### src/design/disk_request_scheduler_defines.svh
// Assertion helpers used by the scheduler back end.
`ifndef DISK_REQUEST_SCHEDULER_DEFINES_SVH
`define DISK_REQUEST_SCHEDULER_DEFINES_SVH

// Clocked assertion, disabled while reset is high.
`define DRS_ASSERT(label, clk, rst, prop, msg) \
   label: assert property (@(posedge clk) disable iff (rst) prop) else $error(msg);

// Clocked assertion that is also checked during reset.
`define DRS_ASSERT_ALWAYS(label, clk, prop, msg) \
   label: assert property (@(posedge clk) prop) else $error(msg);

`endif

### src/design/dsched_pkg.sv
package dsched_pkg;

   localparam int CSR_INDEX_W = 2;
   localparam int CSR_DATA_W  = 17;

   localparam logic [CSR_INDEX_W-1:0] CSR_POLICY_MODE    = 2'd0;
   localparam logic [CSR_INDEX_W-1:0] CSR_START_POSITION = 2'd1;
   localparam logic [CSR_INDEX_W-1:0] CSR_DISK_CYLINDERS = 2'd2;

   localparam logic [1:0] POLICY_FCFS = 2'd0;
   localparam logic [1:0] POLICY_SCAN = 2'd1;
   localparam logic [1:0] POLICY_LOOK = 2'd2;

   localparam logic [21:0] SEEK_MAX = 22'h3FFFFF;

   localparam int QUEUE_DEPTH = 4;
   localparam int QUEUE_PTR_W = 2;

   typedef struct packed {
      logic [1:0]  policy_mode;
      logic [15:0] start_position;
      logic [16:0] disk_cylinders;
   } csr_type;

   typedef enum logic [1:0] {
      BK_LOAD,
      BK_SWEEP,
      BK_WAIT,
      BK_DECIDE
   } back_state_type;

   typedef enum logic {
      PH_HIGH,
      PH_LOW
   } phase_type;

endpackage

### src/design/dsched_front.sv
module dsched_front #(
   parameter  int CYLINDER_BITS = 16,
   localparam int RW = (CYLINDER_BITS < 16) ? CYLINDER_BITS : 16
) (
   input  logic               req_valid,
   output logic               req_ready,
   input  logic [15:0]        req_request_cylinder,
   input  logic               req_last_request,
   input  dsched_pkg::csr_type csr,
   output logic               q_valid,
   output logic [RW+1:0]      q_data,
   input  logic               q_ready
);
   import dsched_pkg::*;

   logic [RW-1:0] cyl;
   logic [RW-1:0] start;
   logic          fcfs;
   logic          low;

   // classify against the start position; first come first served keeps everything high
   always_comb begin
      cyl  = req_request_cylinder[RW-1:0];
      start = csr.start_position[RW-1:0];
      fcfs = !(csr.policy_mode == POLICY_SCAN || csr.policy_mode == POLICY_LOOK);
      low  = !fcfs && (cyl < start);
   end

   assign q_data    = {req_last_request, low, cyl};
   assign q_valid   = req_valid;
   assign req_ready = q_ready;

endmodule

### src/design/dsched_fifo.sv
module dsched_fifo #(
   parameter int W = 18
) (
   input  logic         clock,
   input  logic         reset,
   input  logic         in_valid,
   output logic         in_ready,
   input  logic [W-1:0] in_data,
   output logic         out_valid,
   input  logic         out_ready,
   output logic [W-1:0] out_data
);
   import dsched_pkg::*;

   localparam int FW = QUEUE_PTR_W + 1;

   logic [W-1:0]           entries_ff [QUEUE_DEPTH];
   logic [QUEUE_PTR_W-1:0] wr_ptr_ff, wr_ptr_in;
   logic [QUEUE_PTR_W-1:0] rd_ptr_ff, rd_ptr_in;
   logic [FW-1:0]          fill_ff, fill_in;
   logic                   push, pop;

   always_comb begin
      in_ready  = (fill_ff != FW'(QUEUE_DEPTH));
      out_valid = (fill_ff != '0);
      out_data  = entries_ff[rd_ptr_ff];
      push      = in_valid && in_ready;
      pop       = out_valid && out_ready;
      wr_ptr_in = push ? wr_ptr_ff + 1'b1 : wr_ptr_ff;
      rd_ptr_in = pop ? rd_ptr_ff + 1'b1 : rd_ptr_ff;
      fill_in   = fill_ff + FW'(push) - FW'(pop);
   end

   always_ff @(posedge clock) begin
      if (reset) begin
         wr_ptr_ff <= '0;
         rd_ptr_ff <= '0;
         fill_ff   <= '0;
      end else begin
         wr_ptr_ff <= wr_ptr_in;
         rd_ptr_ff <= rd_ptr_in;
         fill_ff   <= fill_in;
      end
   end

   always_ff @(posedge clock) begin
      if (push) begin
         entries_ff[wr_ptr_ff] <= in_data;
      end
   end

endmodule

### src/design/dsched_back.sv
`include "disk_request_scheduler_defines.svh"

module dsched_back #(
   parameter  int MAX_REQUESTS  = 32,
   parameter  int CYLINDER_BITS = 16,
   localparam int RW = (CYLINDER_BITS < 16) ? CYLINDER_BITS : 16
) (
   input  logic                clock,
   input  logic                reset,
   input  logic                q_valid,
   output logic                q_ready,
   input  logic [RW+1:0]       q_data,
   input  dsched_pkg::csr_type csr,
   output logic                rsp_valid,
   input  logic                rsp_ready,
   output logic [15:0]         rsp_served_cylinder,
   output logic [21:0]         rsp_seek_total,
   output logic                rsp_end_visit,
   output logic                rsp_overflow,
   output logic                rsp_last_step
);
   import dsched_pkg::*;

   localparam int PW   = (CYLINDER_BITS < 17) ? CYLINDER_BITS : 17;
   localparam int IW   = (MAX_REQUESTS > 1) ? $clog2(MAX_REQUESTS) : 1;
   localparam int CNTW = $clog2(MAX_REQUESTS + 1);
   localparam int RCW  = $clog2(MAX_REQUESTS + 2);
   localparam int KW   = RW + IW;
   localparam longint CYL_LIMIT = (CYLINDER_BITS >= 17) ? 131072 : (64'd1 << CYLINDER_BITS);

   back_state_type state_ff, state_in;
   phase_type      phase_ff, phase_in;

   logic [RW:0]     store_ff [MAX_REQUESTS];
   logic [RW:0]     rdata_ff;
   logic            rd_valid_ff;
   logic [IW-1:0]   rd_idx_ff;
   logic [CNTW-1:0] count_ff, count_in;
   logic            dropped_ff, dropped_in;
   logic [IW-1:0]   addr_ff, addr_in;
   logic            first_ff, first_in;
   logic [KW-1:0]   prev_key_ff, prev_key_in;
   logic            best_found_ff, best_found_in;
   logic [KW-1:0]   best_key_ff, best_key_in;
   logic [RW-1:0]   best_cyl_ff, best_cyl_in;
   logic [PW-1:0]   head_ff, head_in;
   logic [21:0]     acc_ff, acc_in;
   logic [RCW-1:0]  emitted_ff, emitted_in;
   logic            out_valid_ff, out_valid_in;
   logic [15:0]     out_cyl_ff;
   logic [21:0]     out_seek_ff;
   logic            out_endv_ff, out_drop_ff, out_last_ff;

   logic            q_last, q_low;
   logic [RW-1:0]   q_cyl;
   logic            wr_en, rd_en;
   logic            scan, fcfs;
   logic [17:0]     cyl_ext, final_ext;
   logic [PW-1:0]   final_cyl;
   logic [IW-1:0]   last_addr;
   logic [RCW-1:0]  total;
   logic            rd_low;
   logic [RW-1:0]   rd_cyl;
   logic [KW-1:0]   rd_key;
   logic            eligible, better, take;
   logic            emit, emit_last, endv, finish, out_free;
   logic [PW-1:0]   target, diff;
   logic [22:0]     seek_sum;
   logic [21:0]     acc_sat;

   always_comb begin
      q_last = q_data[RW+1];
      q_low  = q_data[RW];
      q_cyl  = q_data[RW-1:0];
      scan   = (csr.policy_mode == POLICY_SCAN);
      fcfs   = !(scan || csr.policy_mode == POLICY_LOOK);

      // final cylinder: count of zero acts as one, larger counts clamp to the cylinder range
      cyl_ext = {1'b0, csr.disk_cylinders};
      if (cyl_ext == '0) begin
         final_ext = '0;
      end else if (cyl_ext > 18'(CYL_LIMIT)) begin
         final_ext = 18'(CYL_LIMIT) - 18'd1;
      end else begin
         final_ext = cyl_ext - 18'd1;
      end
      final_cyl = final_ext[PW-1:0];

      last_addr = IW'(count_ff - CNTW'(1));
      total     = RCW'(count_ff) + RCW'(scan);

      // candidate search on (key, index): ascending above start, descending below
      rd_low = rdata_ff[RW];
      rd_cyl = rdata_ff[RW-1:0];
      rd_key = {(fcfs ? {RW{1'b0}} : rd_cyl), rd_idx_ff};
      if (phase_ff == PH_HIGH) begin
         eligible = !rd_low && (first_ff || rd_key > prev_key_ff);
         better   = !best_found_ff || rd_key < best_key_ff;
      end else begin
         eligible = rd_low && (first_ff || rd_key < prev_key_ff);
         better   = !best_found_ff || rd_key > best_key_ff;
      end
      take = rd_valid_ff && eligible && better;

      out_free = !out_valid_ff || rsp_ready;
   end

   always_comb begin
      state_in      = state_ff;
      phase_in      = phase_ff;
      count_in      = count_ff;
      dropped_in    = dropped_ff;
      addr_in       = addr_ff;
      first_in      = first_ff;
      prev_key_in   = prev_key_ff;
      best_found_in = best_found_ff;
      best_key_in   = best_key_ff;
      best_cyl_in   = best_cyl_ff;
      head_in       = head_ff;
      acc_in        = acc_ff;
      emitted_in    = emitted_ff;
      q_ready       = (state_ff == BK_LOAD);
      wr_en         = 1'b0;
      rd_en         = 1'b0;
      emit          = 1'b0;
      endv          = 1'b0;
      finish        = 1'b0;
      target        = PW'(best_cyl_ff);

      if (take) begin
         best_found_in = 1'b1;
         best_key_in   = rd_key;
         best_cyl_in   = rd_cyl;
      end

      diff     = (target > head_ff) ? target - head_ff : head_ff - target;
      seek_sum = {1'b0, acc_ff} + 23'(diff);
      acc_sat  = (seek_sum > {1'b0, SEEK_MAX}) ? SEEK_MAX : seek_sum[21:0];
      emit_last = ((emitted_ff + RCW'(1)) == total);

      unique case (state_ff)
         BK_LOAD: begin
            if (q_valid) begin
               // drop when the store is full, but still honour the last mark
               if (count_ff < CNTW'(MAX_REQUESTS)) begin
                  wr_en    = 1'b1;
                  count_in = count_ff + CNTW'(1);
               end else begin
                  dropped_in = 1'b1;
               end
               if (q_last) begin
                  head_in       = PW'(csr.start_position[RW-1:0]);
                  acc_in        = '0;
                  phase_in      = PH_HIGH;
                  first_in      = 1'b1;
                  emitted_in    = '0;
                  addr_in       = '0;
                  best_found_in = 1'b0;
                  state_in      = BK_SWEEP;
               end
            end
         end
         BK_SWEEP: begin
            rd_en = 1'b1;
            if (addr_ff == last_addr) begin
               state_in = BK_WAIT;
            end else begin
               addr_in = addr_ff + IW'(1);
            end
         end
         BK_WAIT: begin
            state_in = BK_DECIDE;
         end
         BK_DECIDE: begin
            priority if (best_found_ff) begin
               emit = out_free;
               if (out_free) begin
                  prev_key_in = best_key_ff;
                  first_in    = 1'b0;
               end
            end else if (phase_ff == PH_HIGH && scan) begin
               target = final_cyl;
               endv   = 1'b1;
               emit   = out_free;
               if (out_free) begin
                  phase_in = PH_LOW;
                  first_in = 1'b1;
               end
            end else if (phase_ff == PH_HIGH) begin
               phase_in      = PH_LOW;
               first_in      = 1'b1;
               addr_in       = '0;
               best_found_in = 1'b0;
               state_in      = BK_SWEEP;
            end else begin
               finish = 1'b1;
            end
         end
      endcase

      // the end visit target feeds the seek path; recompute after selection
      diff     = (target > head_ff) ? target - head_ff : head_ff - target;
      seek_sum = {1'b0, acc_ff} + 23'(diff);
      acc_sat  = (seek_sum > {1'b0, SEEK_MAX}) ? SEEK_MAX : seek_sum[21:0];

      if (emit) begin
         head_in    = target;
         acc_in     = acc_sat;
         emitted_in = emitted_ff + RCW'(1);
         if (emit_last) begin
            finish = 1'b1;
         end else begin
            addr_in       = '0;
            best_found_in = 1'b0;
            state_in      = BK_SWEEP;
         end
      end
      if (finish) begin
         count_in   = '0;
         dropped_in = 1'b0;
         state_in   = BK_LOAD;
      end

      out_valid_in = emit ? 1'b1 : (rsp_ready ? 1'b0 : out_valid_ff);
   end

   always_ff @(posedge clock) begin
      if (reset) begin
         state_ff      <= BK_LOAD;
         phase_ff      <= PH_HIGH;
         count_ff      <= '0;
         dropped_ff    <= 1'b0;
         first_ff      <= 1'b1;
         best_found_ff <= 1'b0;
         emitted_ff    <= '0;
         rd_valid_ff   <= 1'b0;
         out_valid_ff  <= 1'b0;
      end else begin
         state_ff      <= state_in;
         phase_ff      <= phase_in;
         count_ff      <= count_in;
         dropped_ff    <= dropped_in;
         first_ff      <= first_in;
         best_found_ff <= best_found_in;
         emitted_ff    <= emitted_in;
         rd_valid_ff   <= rd_en;
         out_valid_ff  <= out_valid_in;
      end
   end

   always_ff @(posedge clock) begin
      addr_ff     <= addr_in;
      prev_key_ff <= prev_key_in;
      best_key_ff <= best_key_in;
      best_cyl_ff <= best_cyl_in;
      head_ff     <= head_in;
      acc_ff      <= acc_in;
      rd_idx_ff   <= addr_ff;
      if (emit) begin
         out_cyl_ff  <= 16'(target);
         out_seek_ff <= acc_sat;
         out_endv_ff <= endv;
         out_drop_ff <= dropped_ff;
         out_last_ff <= emit_last;
      end
   end

   // request store
   always_ff @(posedge clock) begin
      if (wr_en) begin
         store_ff[count_ff[IW-1:0]] <= {q_low, q_cyl};
      end
      if (rd_en) begin
         rdata_ff <= store_ff[addr_ff];
      end
   end

   assign rsp_valid           = out_valid_ff;
   assign rsp_served_cylinder = out_cyl_ff;
   assign rsp_seek_total      = out_seek_ff;
   assign rsp_end_visit       = out_endv_ff;
   assign rsp_overflow        = out_drop_ff;
   assign rsp_last_step       = out_last_ff;

   `DRS_ASSERT(a_drop_when_full, clock, reset, (q_valid && q_ready && count_ff == CNTW'(MAX_REQUESTS)) |=> dropped_ff, "full store did not flag a dropped request")
   `DRS_ASSERT(a_last_ends_batch, clock, reset, (emit && emit_last) |=> (state_ff == BK_LOAD && count_ff == '0), "batch not closed after its final result")
   `DRS_ASSERT(a_result_from_decide, clock, reset, $rose(rsp_valid) |-> $past(state_ff == BK_DECIDE), "result appeared outside the decision step")

endmodule

### src/design/disk_request_scheduler.sv
// Channel  Ports   Direction  Moves
// -------  ------  ---------  -------------------------------------------------
// req      req_*   in         one cylinder request, last_request closes a batch
// rsp      rsp_*   out        one head movement with running seek total
// csr      csr_*   in         register write: index and data, always ready
//
// Requests are taken one per cycle into a four-entry queue while it has room and
// are written into the request store while the scheduler loads; ordering runs
// once the last request arrives. Each result costs one sweep of the store (a read
// of every entry, then the wait and decide steps), with one extra sweep when look
// turns from the upper to the lower side. Reset is synchronous and clears control
// state only. A stalled result holds in the output register while the next sweep
// runs; while a batch is served the queue takes up to four requests of the next
// batch and then stalls the input.
module disk_request_scheduler #(
   parameter int MAX_REQUESTS  = 32,
   parameter int CYLINDER_BITS = 16
) (
   input  logic                               clock,
   input  logic                               reset,
   input  logic                               req_valid,
   output logic                               req_ready,
   input  logic [15:0]                        req_request_cylinder,
   input  logic                               req_last_request,
   output logic                               rsp_valid,
   input  logic                               rsp_ready,
   output logic [15:0]                        rsp_served_cylinder,
   output logic [21:0]                        rsp_seek_total,
   output logic                               rsp_end_visit,
   output logic                               rsp_overflow,
   output logic                               rsp_last_step,
   input  logic                               csr_valid,
   output logic                               csr_ready,
   input  logic [dsched_pkg::CSR_INDEX_W-1:0] csr_index,
   input  logic [dsched_pkg::CSR_DATA_W-1:0]  csr_data
);
   import dsched_pkg::*;

   localparam int RW = (CYLINDER_BITS < 16) ? CYLINDER_BITS : 16;

   csr_type       csr_ff, csr_in;
   logic          fq_valid, fq_ready;
   logic [RW+1:0] fq_data;
   logic          bq_valid, bq_ready;
   logic [RW+1:0] bq_data;

   assign csr_ready = 1'b1;

   always_comb begin
      csr_in = csr_ff;
      if (csr_valid) begin
         unique case (csr_index)
            CSR_POLICY_MODE:    csr_in.policy_mode    = csr_data[1:0];
            CSR_START_POSITION: csr_in.start_position = csr_data[15:0];
            CSR_DISK_CYLINDERS: csr_in.disk_cylinders = csr_data;
            default: ;
         endcase
      end
   end

   always_ff @(posedge clock) begin
      if (reset) begin
         csr_ff.policy_mode    <= POLICY_FCFS;
         csr_ff.start_position <= '0;
         csr_ff.disk_cylinders <= 17'h10000;
      end else begin
         csr_ff <= csr_in;
      end
   end

   dsched_front #(
      .CYLINDER_BITS (CYLINDER_BITS)
   ) u_front (
      .req_valid            (req_valid),
      .req_ready            (req_ready),
      .req_request_cylinder (req_request_cylinder),
      .req_last_request     (req_last_request),
      .csr                  (csr_ff),
      .q_valid              (fq_valid),
      .q_data               (fq_data),
      .q_ready              (fq_ready)
   );

   dsched_fifo #(
      .W (RW + 2)
   ) u_queue (
      .clock     (clock),
      .reset     (reset),
      .in_valid  (fq_valid),
      .in_ready  (fq_ready),
      .in_data   (fq_data),
      .out_valid (bq_valid),
      .out_ready (bq_ready),
      .out_data  (bq_data)
   );

   dsched_back #(
      .MAX_REQUESTS  (MAX_REQUESTS),
      .CYLINDER_BITS (CYLINDER_BITS)
   ) u_back (
      .clock               (clock),
      .reset               (reset),
      .q_valid             (bq_valid),
      .q_ready             (bq_ready),
      .q_data              (bq_data),
      .csr                 (csr_ff),
      .rsp_valid           (rsp_valid),
      .rsp_ready           (rsp_ready),
      .rsp_served_cylinder (rsp_served_cylinder),
      .rsp_seek_total      (rsp_seek_total),
      .rsp_end_visit       (rsp_end_visit),
      .rsp_overflow        (rsp_overflow),
      .rsp_last_step       (rsp_last_step)
   );

endmodule

### config.mk
export PLATFORM = sky130hd
export DESIGN_NAME = disk_request_scheduler
export DESIGN_NICKNAME = d
export VERILOG_FILES = /design/src/design/dsched_pkg.sv /design/src/design/dsched_front.sv /design/src/design/dsched_fifo.sv /design/src/design/dsched_back.sv /design/src/design/disk_request_scheduler.sv
export VERILOG_INCLUDE_DIRS = /design/src /design/src/design
export SDC_FILE = /design/constraint.sdc
export NUM_CORES = 1
export LEC_CHECK = 0
export BUFFER_PORTS_ARGS = -buffer_cell sky130_fd_sc_hd__buf_2
export CELL_PAD_IN_SITES_DETAIL_PLACEMENT = 0
export CELL_PAD_IN_SITES_GLOBAL_PLACEMENT = 1
export CORE_MARGIN = 3
export CORE_UTILIZATION = 58
export DETAILED_ROUTE_END_ITERATION = 16
export HOLD_SLACK_MARGIN = 0.12
export PLACE_DENSITY = 0.95
export SLEW_MARGIN = 0
export SYNTH_ARGS = -nofsm -noshare
export SYNTH_HDL_FRONTEND = slang
export SYNTH_SLANG_ARGS = --single-unit
### constraint.sdc
create_clock -name clock -period 15.8 [get_ports clock]
set_clock_uncertainty 0.2 [all_clocks]
set_input_delay 1.58 -clock clock [delete_from_list [all_inputs] [get_ports clock]]
set_output_delay 1.58 -clock clock [all_outputs]
set_load 0.01 [all_outputs]
==> qor.yml <==
layout:
  area_growth_pct: 11.3
  nFillCells: 4092
  multi_input_area_sq_mm: 0.0110
  seq_area_sq_mm: 0.0246
  fin_nets: 2535
  layout.cells.non_filler: 3269
  drive_above_1_share: 0.201
placement:
  pre_cts_ws_ps: 8290
  place_hpwl_mm: 53.6
  place.port_buffers: 83
  place_inst: 3112
  gp_congestion: 0.910
synthesis:
  async_flop_share: 0
  syn_area_per_cell_sq_um: 16.3
  ys_ff_latch: 844
  synth_nets: 2417
  mappedNetlistArea_sq_mm: 0.0365
  synthCells: 2243
  ys.flop_type: "edfxtp_1"
  synth_cell_type_count: 72
  yosysWarnings: 0
  synth-seq-area-share: 0.675
  synth_edf_count: 770
cts:
  cts.clk_slew.worst_paths_ps: 60
  cts_setup_buffers: 0
  clock_latency_ps: 650
  cts_sinks: 844
  holdBufCountCts: 0
  cts_buffers: 84
  cts_htree_levels: 3
  cts_buffer_depth: 3
  root_buffer: "clkbuf_16"
  ctsResizeCount: 0
  cts_tree: "built"
timing:
  maxSlewViolCount: 0
  max_freq_mhz: 132
  rsz0062_at_grt: "false"
  tightest_slew_ps: 1220
  setup_tns_ps: 0
  postLayoutSetupSlackWorst_ps: 8200
  relSlewSlack: 0.186
  period_needed_ps: 7600
  hold_slack_ps: 236
  final-hold-violation-count: 0
  setup_violations: 0
  post-route-period-util: 0.481
grt:
  grt_pass1_vias: 21500
  antenna_found_initial: 2
  grt_max_degree: 64
  grtUsageTotal: 0.282
  grt_pass1_wl_mm: 137
  grt-ovfl-total: 0
die:
  core.rowCount: 91
  chipHeight_microns: 257
  dieArea_sq_mm: 0.0659
  ioPinCount: 85
  start_util: 0.589
  die_w_microns: 257
  coreArea_sq_mm: 0.0619
status:
  status: "finished clean"
routing:
  ant_nets: 0
  wl_per_cell_microns: 28.1
  drt-total-wl_mm: 91.9
  first_pass_iters: 9
  drc_errors: 0
  vias: 20900
  viasPerCell: 6.40
  drt_iter0_drc: 2582
setup_path:
  cp_slowest_stage_delay_ps: 640
  worst-path-buf-inv: 2
  cp_slowest_cell: "a21oi_4"
  path_delay_family: "compound AO/OA/AOI/OAI gates"
  setup.worst_path.end_class: "flip-flop"
  crit_required_ps: 15980
  critPathMostFrequentCell: "ha_1"
  worstPathArrival_ps: 7770
  startpoint_type: "flip-flop"
  crit_type: "reg -> reg"
  cp_max_fo: 23
pwr:
  p_per_area_mw_per_mm2: 177
  power.leakage_nw: 14.0
  power.total_w: 0.00719
  vdd_drop_max_mv: 0.170
run:
  cap_violations: 0
worst_hold_path:
  hp-class: "reg -> reg"
-- area by class of cell --
cell class / instances / share of cell area
inverter: 117 / 0.0108
sequential: 844 / 0.606
tap: 837 / 0.0258
antenna: 4 / 0.000247
multi-input combinational: 1188 / 0.271
timing repair buffer: 126 / 0.0182
clock buffer: 104 / 0.0547
clock inverter: 49 / 0.0126
-- sequential cells by signal (all words and copies together), names as in the netlist, 2 cells and up, named ones only --
name / cells
csr_ff: 35
u_back.acc_ff: 22
u_back.addr_ff: 5
u_back.best_cyl_ff: 16
u_back.best_key_ff: 21
u_back.count_ff: 6
u_back.emitted_ff: 6
u_back.head_ff: 16
u_back.prev_key_ff: 21
u_back.rd_idx_ff: 5
u_back.rdata_ff: 17
u_back.rsp_seek_total: 22
u_back.rsp_served_cylinder: 16
u_back.state_ff: 2
u_back.store_ff: 544
u_queue.entries_ff: 72
u_queue.fill_ff: 3
u_queue.rd_ptr_ff: 2
u_queue.wr_ptr_ff: 2
-- routing by layer --
metal / vias to the layer above / wire [microns] / track usage
li1: 8892 / - / -
met1: 10500 / 33700 / 0.368
met2: 1204 / 46400 / 0.478
met3: 269 / 7490 / 0.0446
met4: 0 / 4280 / 0.114
met5: - / 0 / 0
-- Yosys cell counts, types with 27 or more instances --
cell type,instances,share of area
edfxtp_1,770,0.63
mux4_2,188,0.12
nand2_1,144,0.015
ha_1,129,0.044
nor2_1,118,0.012
inv_1,117,0.012
a21oi_1,116,0.016
dfxtp_1,74,0.041
o21ai_0,56,0.0077
clkbuf_1,51,0.0053
nor3_1,34,0.0047
xnor2_1,34,0.0082
a21o_1,33,0.0068
nor2b_1,33,0.0057
xor2_1,32,0.0077
buf_2,27,0.0037
-- worst paths after layout --
check / startpoint / endpoint / slack [ps] / depth (start not counted)
max: csr_ff[0]$_SDFFE_PP0P_ / u_back.acc_ff[2]$_SDFFCE_PN0P_ / 8200 / 26
min: u_back.rd_idx_ff[0]$_DFF_P_ / u_back.best_key_ff[0]$_DFFE_PP_ / 240 / 0
max reg2reg: csr_ff[0]$_SDFFE_PP0P_ / u_back.acc_ff[2]$_SDFFCE_PN0P_ / 8200 / 26
min reg2reg: u_back.rd_idx_ff[0]$_DFF_P_ / u_back.best_key_ff[0]$_DFFE_PP_ / 240 / 0
-- layout by cell type (no fill, tap or decap), drive strengths merged, types with 39 or more instances in the layout --
cell    netlist  routed
nand2       144     144
ha          129     129
dfxtp        74      74
inv         117     118
nor2        119     119
edfxtp      770     770
clkbuf       51     104
buf          43     126
a21oi       118     118
o21ai        66      66
clkinv        0      39
mux4        188     188
-- where the power goes --
group | switching, W | internal (W) | total (W)
clock | 0.000877 | 0.00111 | 0.00199
sequential | 0.000142 | 0.00290 | 0.00304
combinational | 0.00130 | 0.000868 | 0.00216
total | 0.00231 | 0.00488 | 0.00719
-- stage by stage --
| stage | instance area (sq um) | utilization |
|---|---|---|
| 4_1_cts | 40600 | 0.655 |
| 2_1_floorplan | 36500 | - |
| 5_1_grt | 40600 | 0.655 |
| 3_5_place_dp | 37900 | 0.611 |
| 6_report | 40600 | 0.655 |
| 3_3_place_gp | 37900 | 0.611 |
-- cells by family (layout without fill, tap and decap cells) --
logic type,after synthesis,count (layout),synth area share
other,1,5,0.000103
buffers and inverters,211,396,0.0235
muxes,224,224,0.127
and+or+nand+nor,471,471,0.0629
adders and majority gates,135,135,0.0470
DFF,844,844,0.675
xor gates and xnor gates,66,66,0.0159
AOI/OAI and AO/OA,291,291,0.0489
No activity file was read; power rests on OpenSTA's default activity.
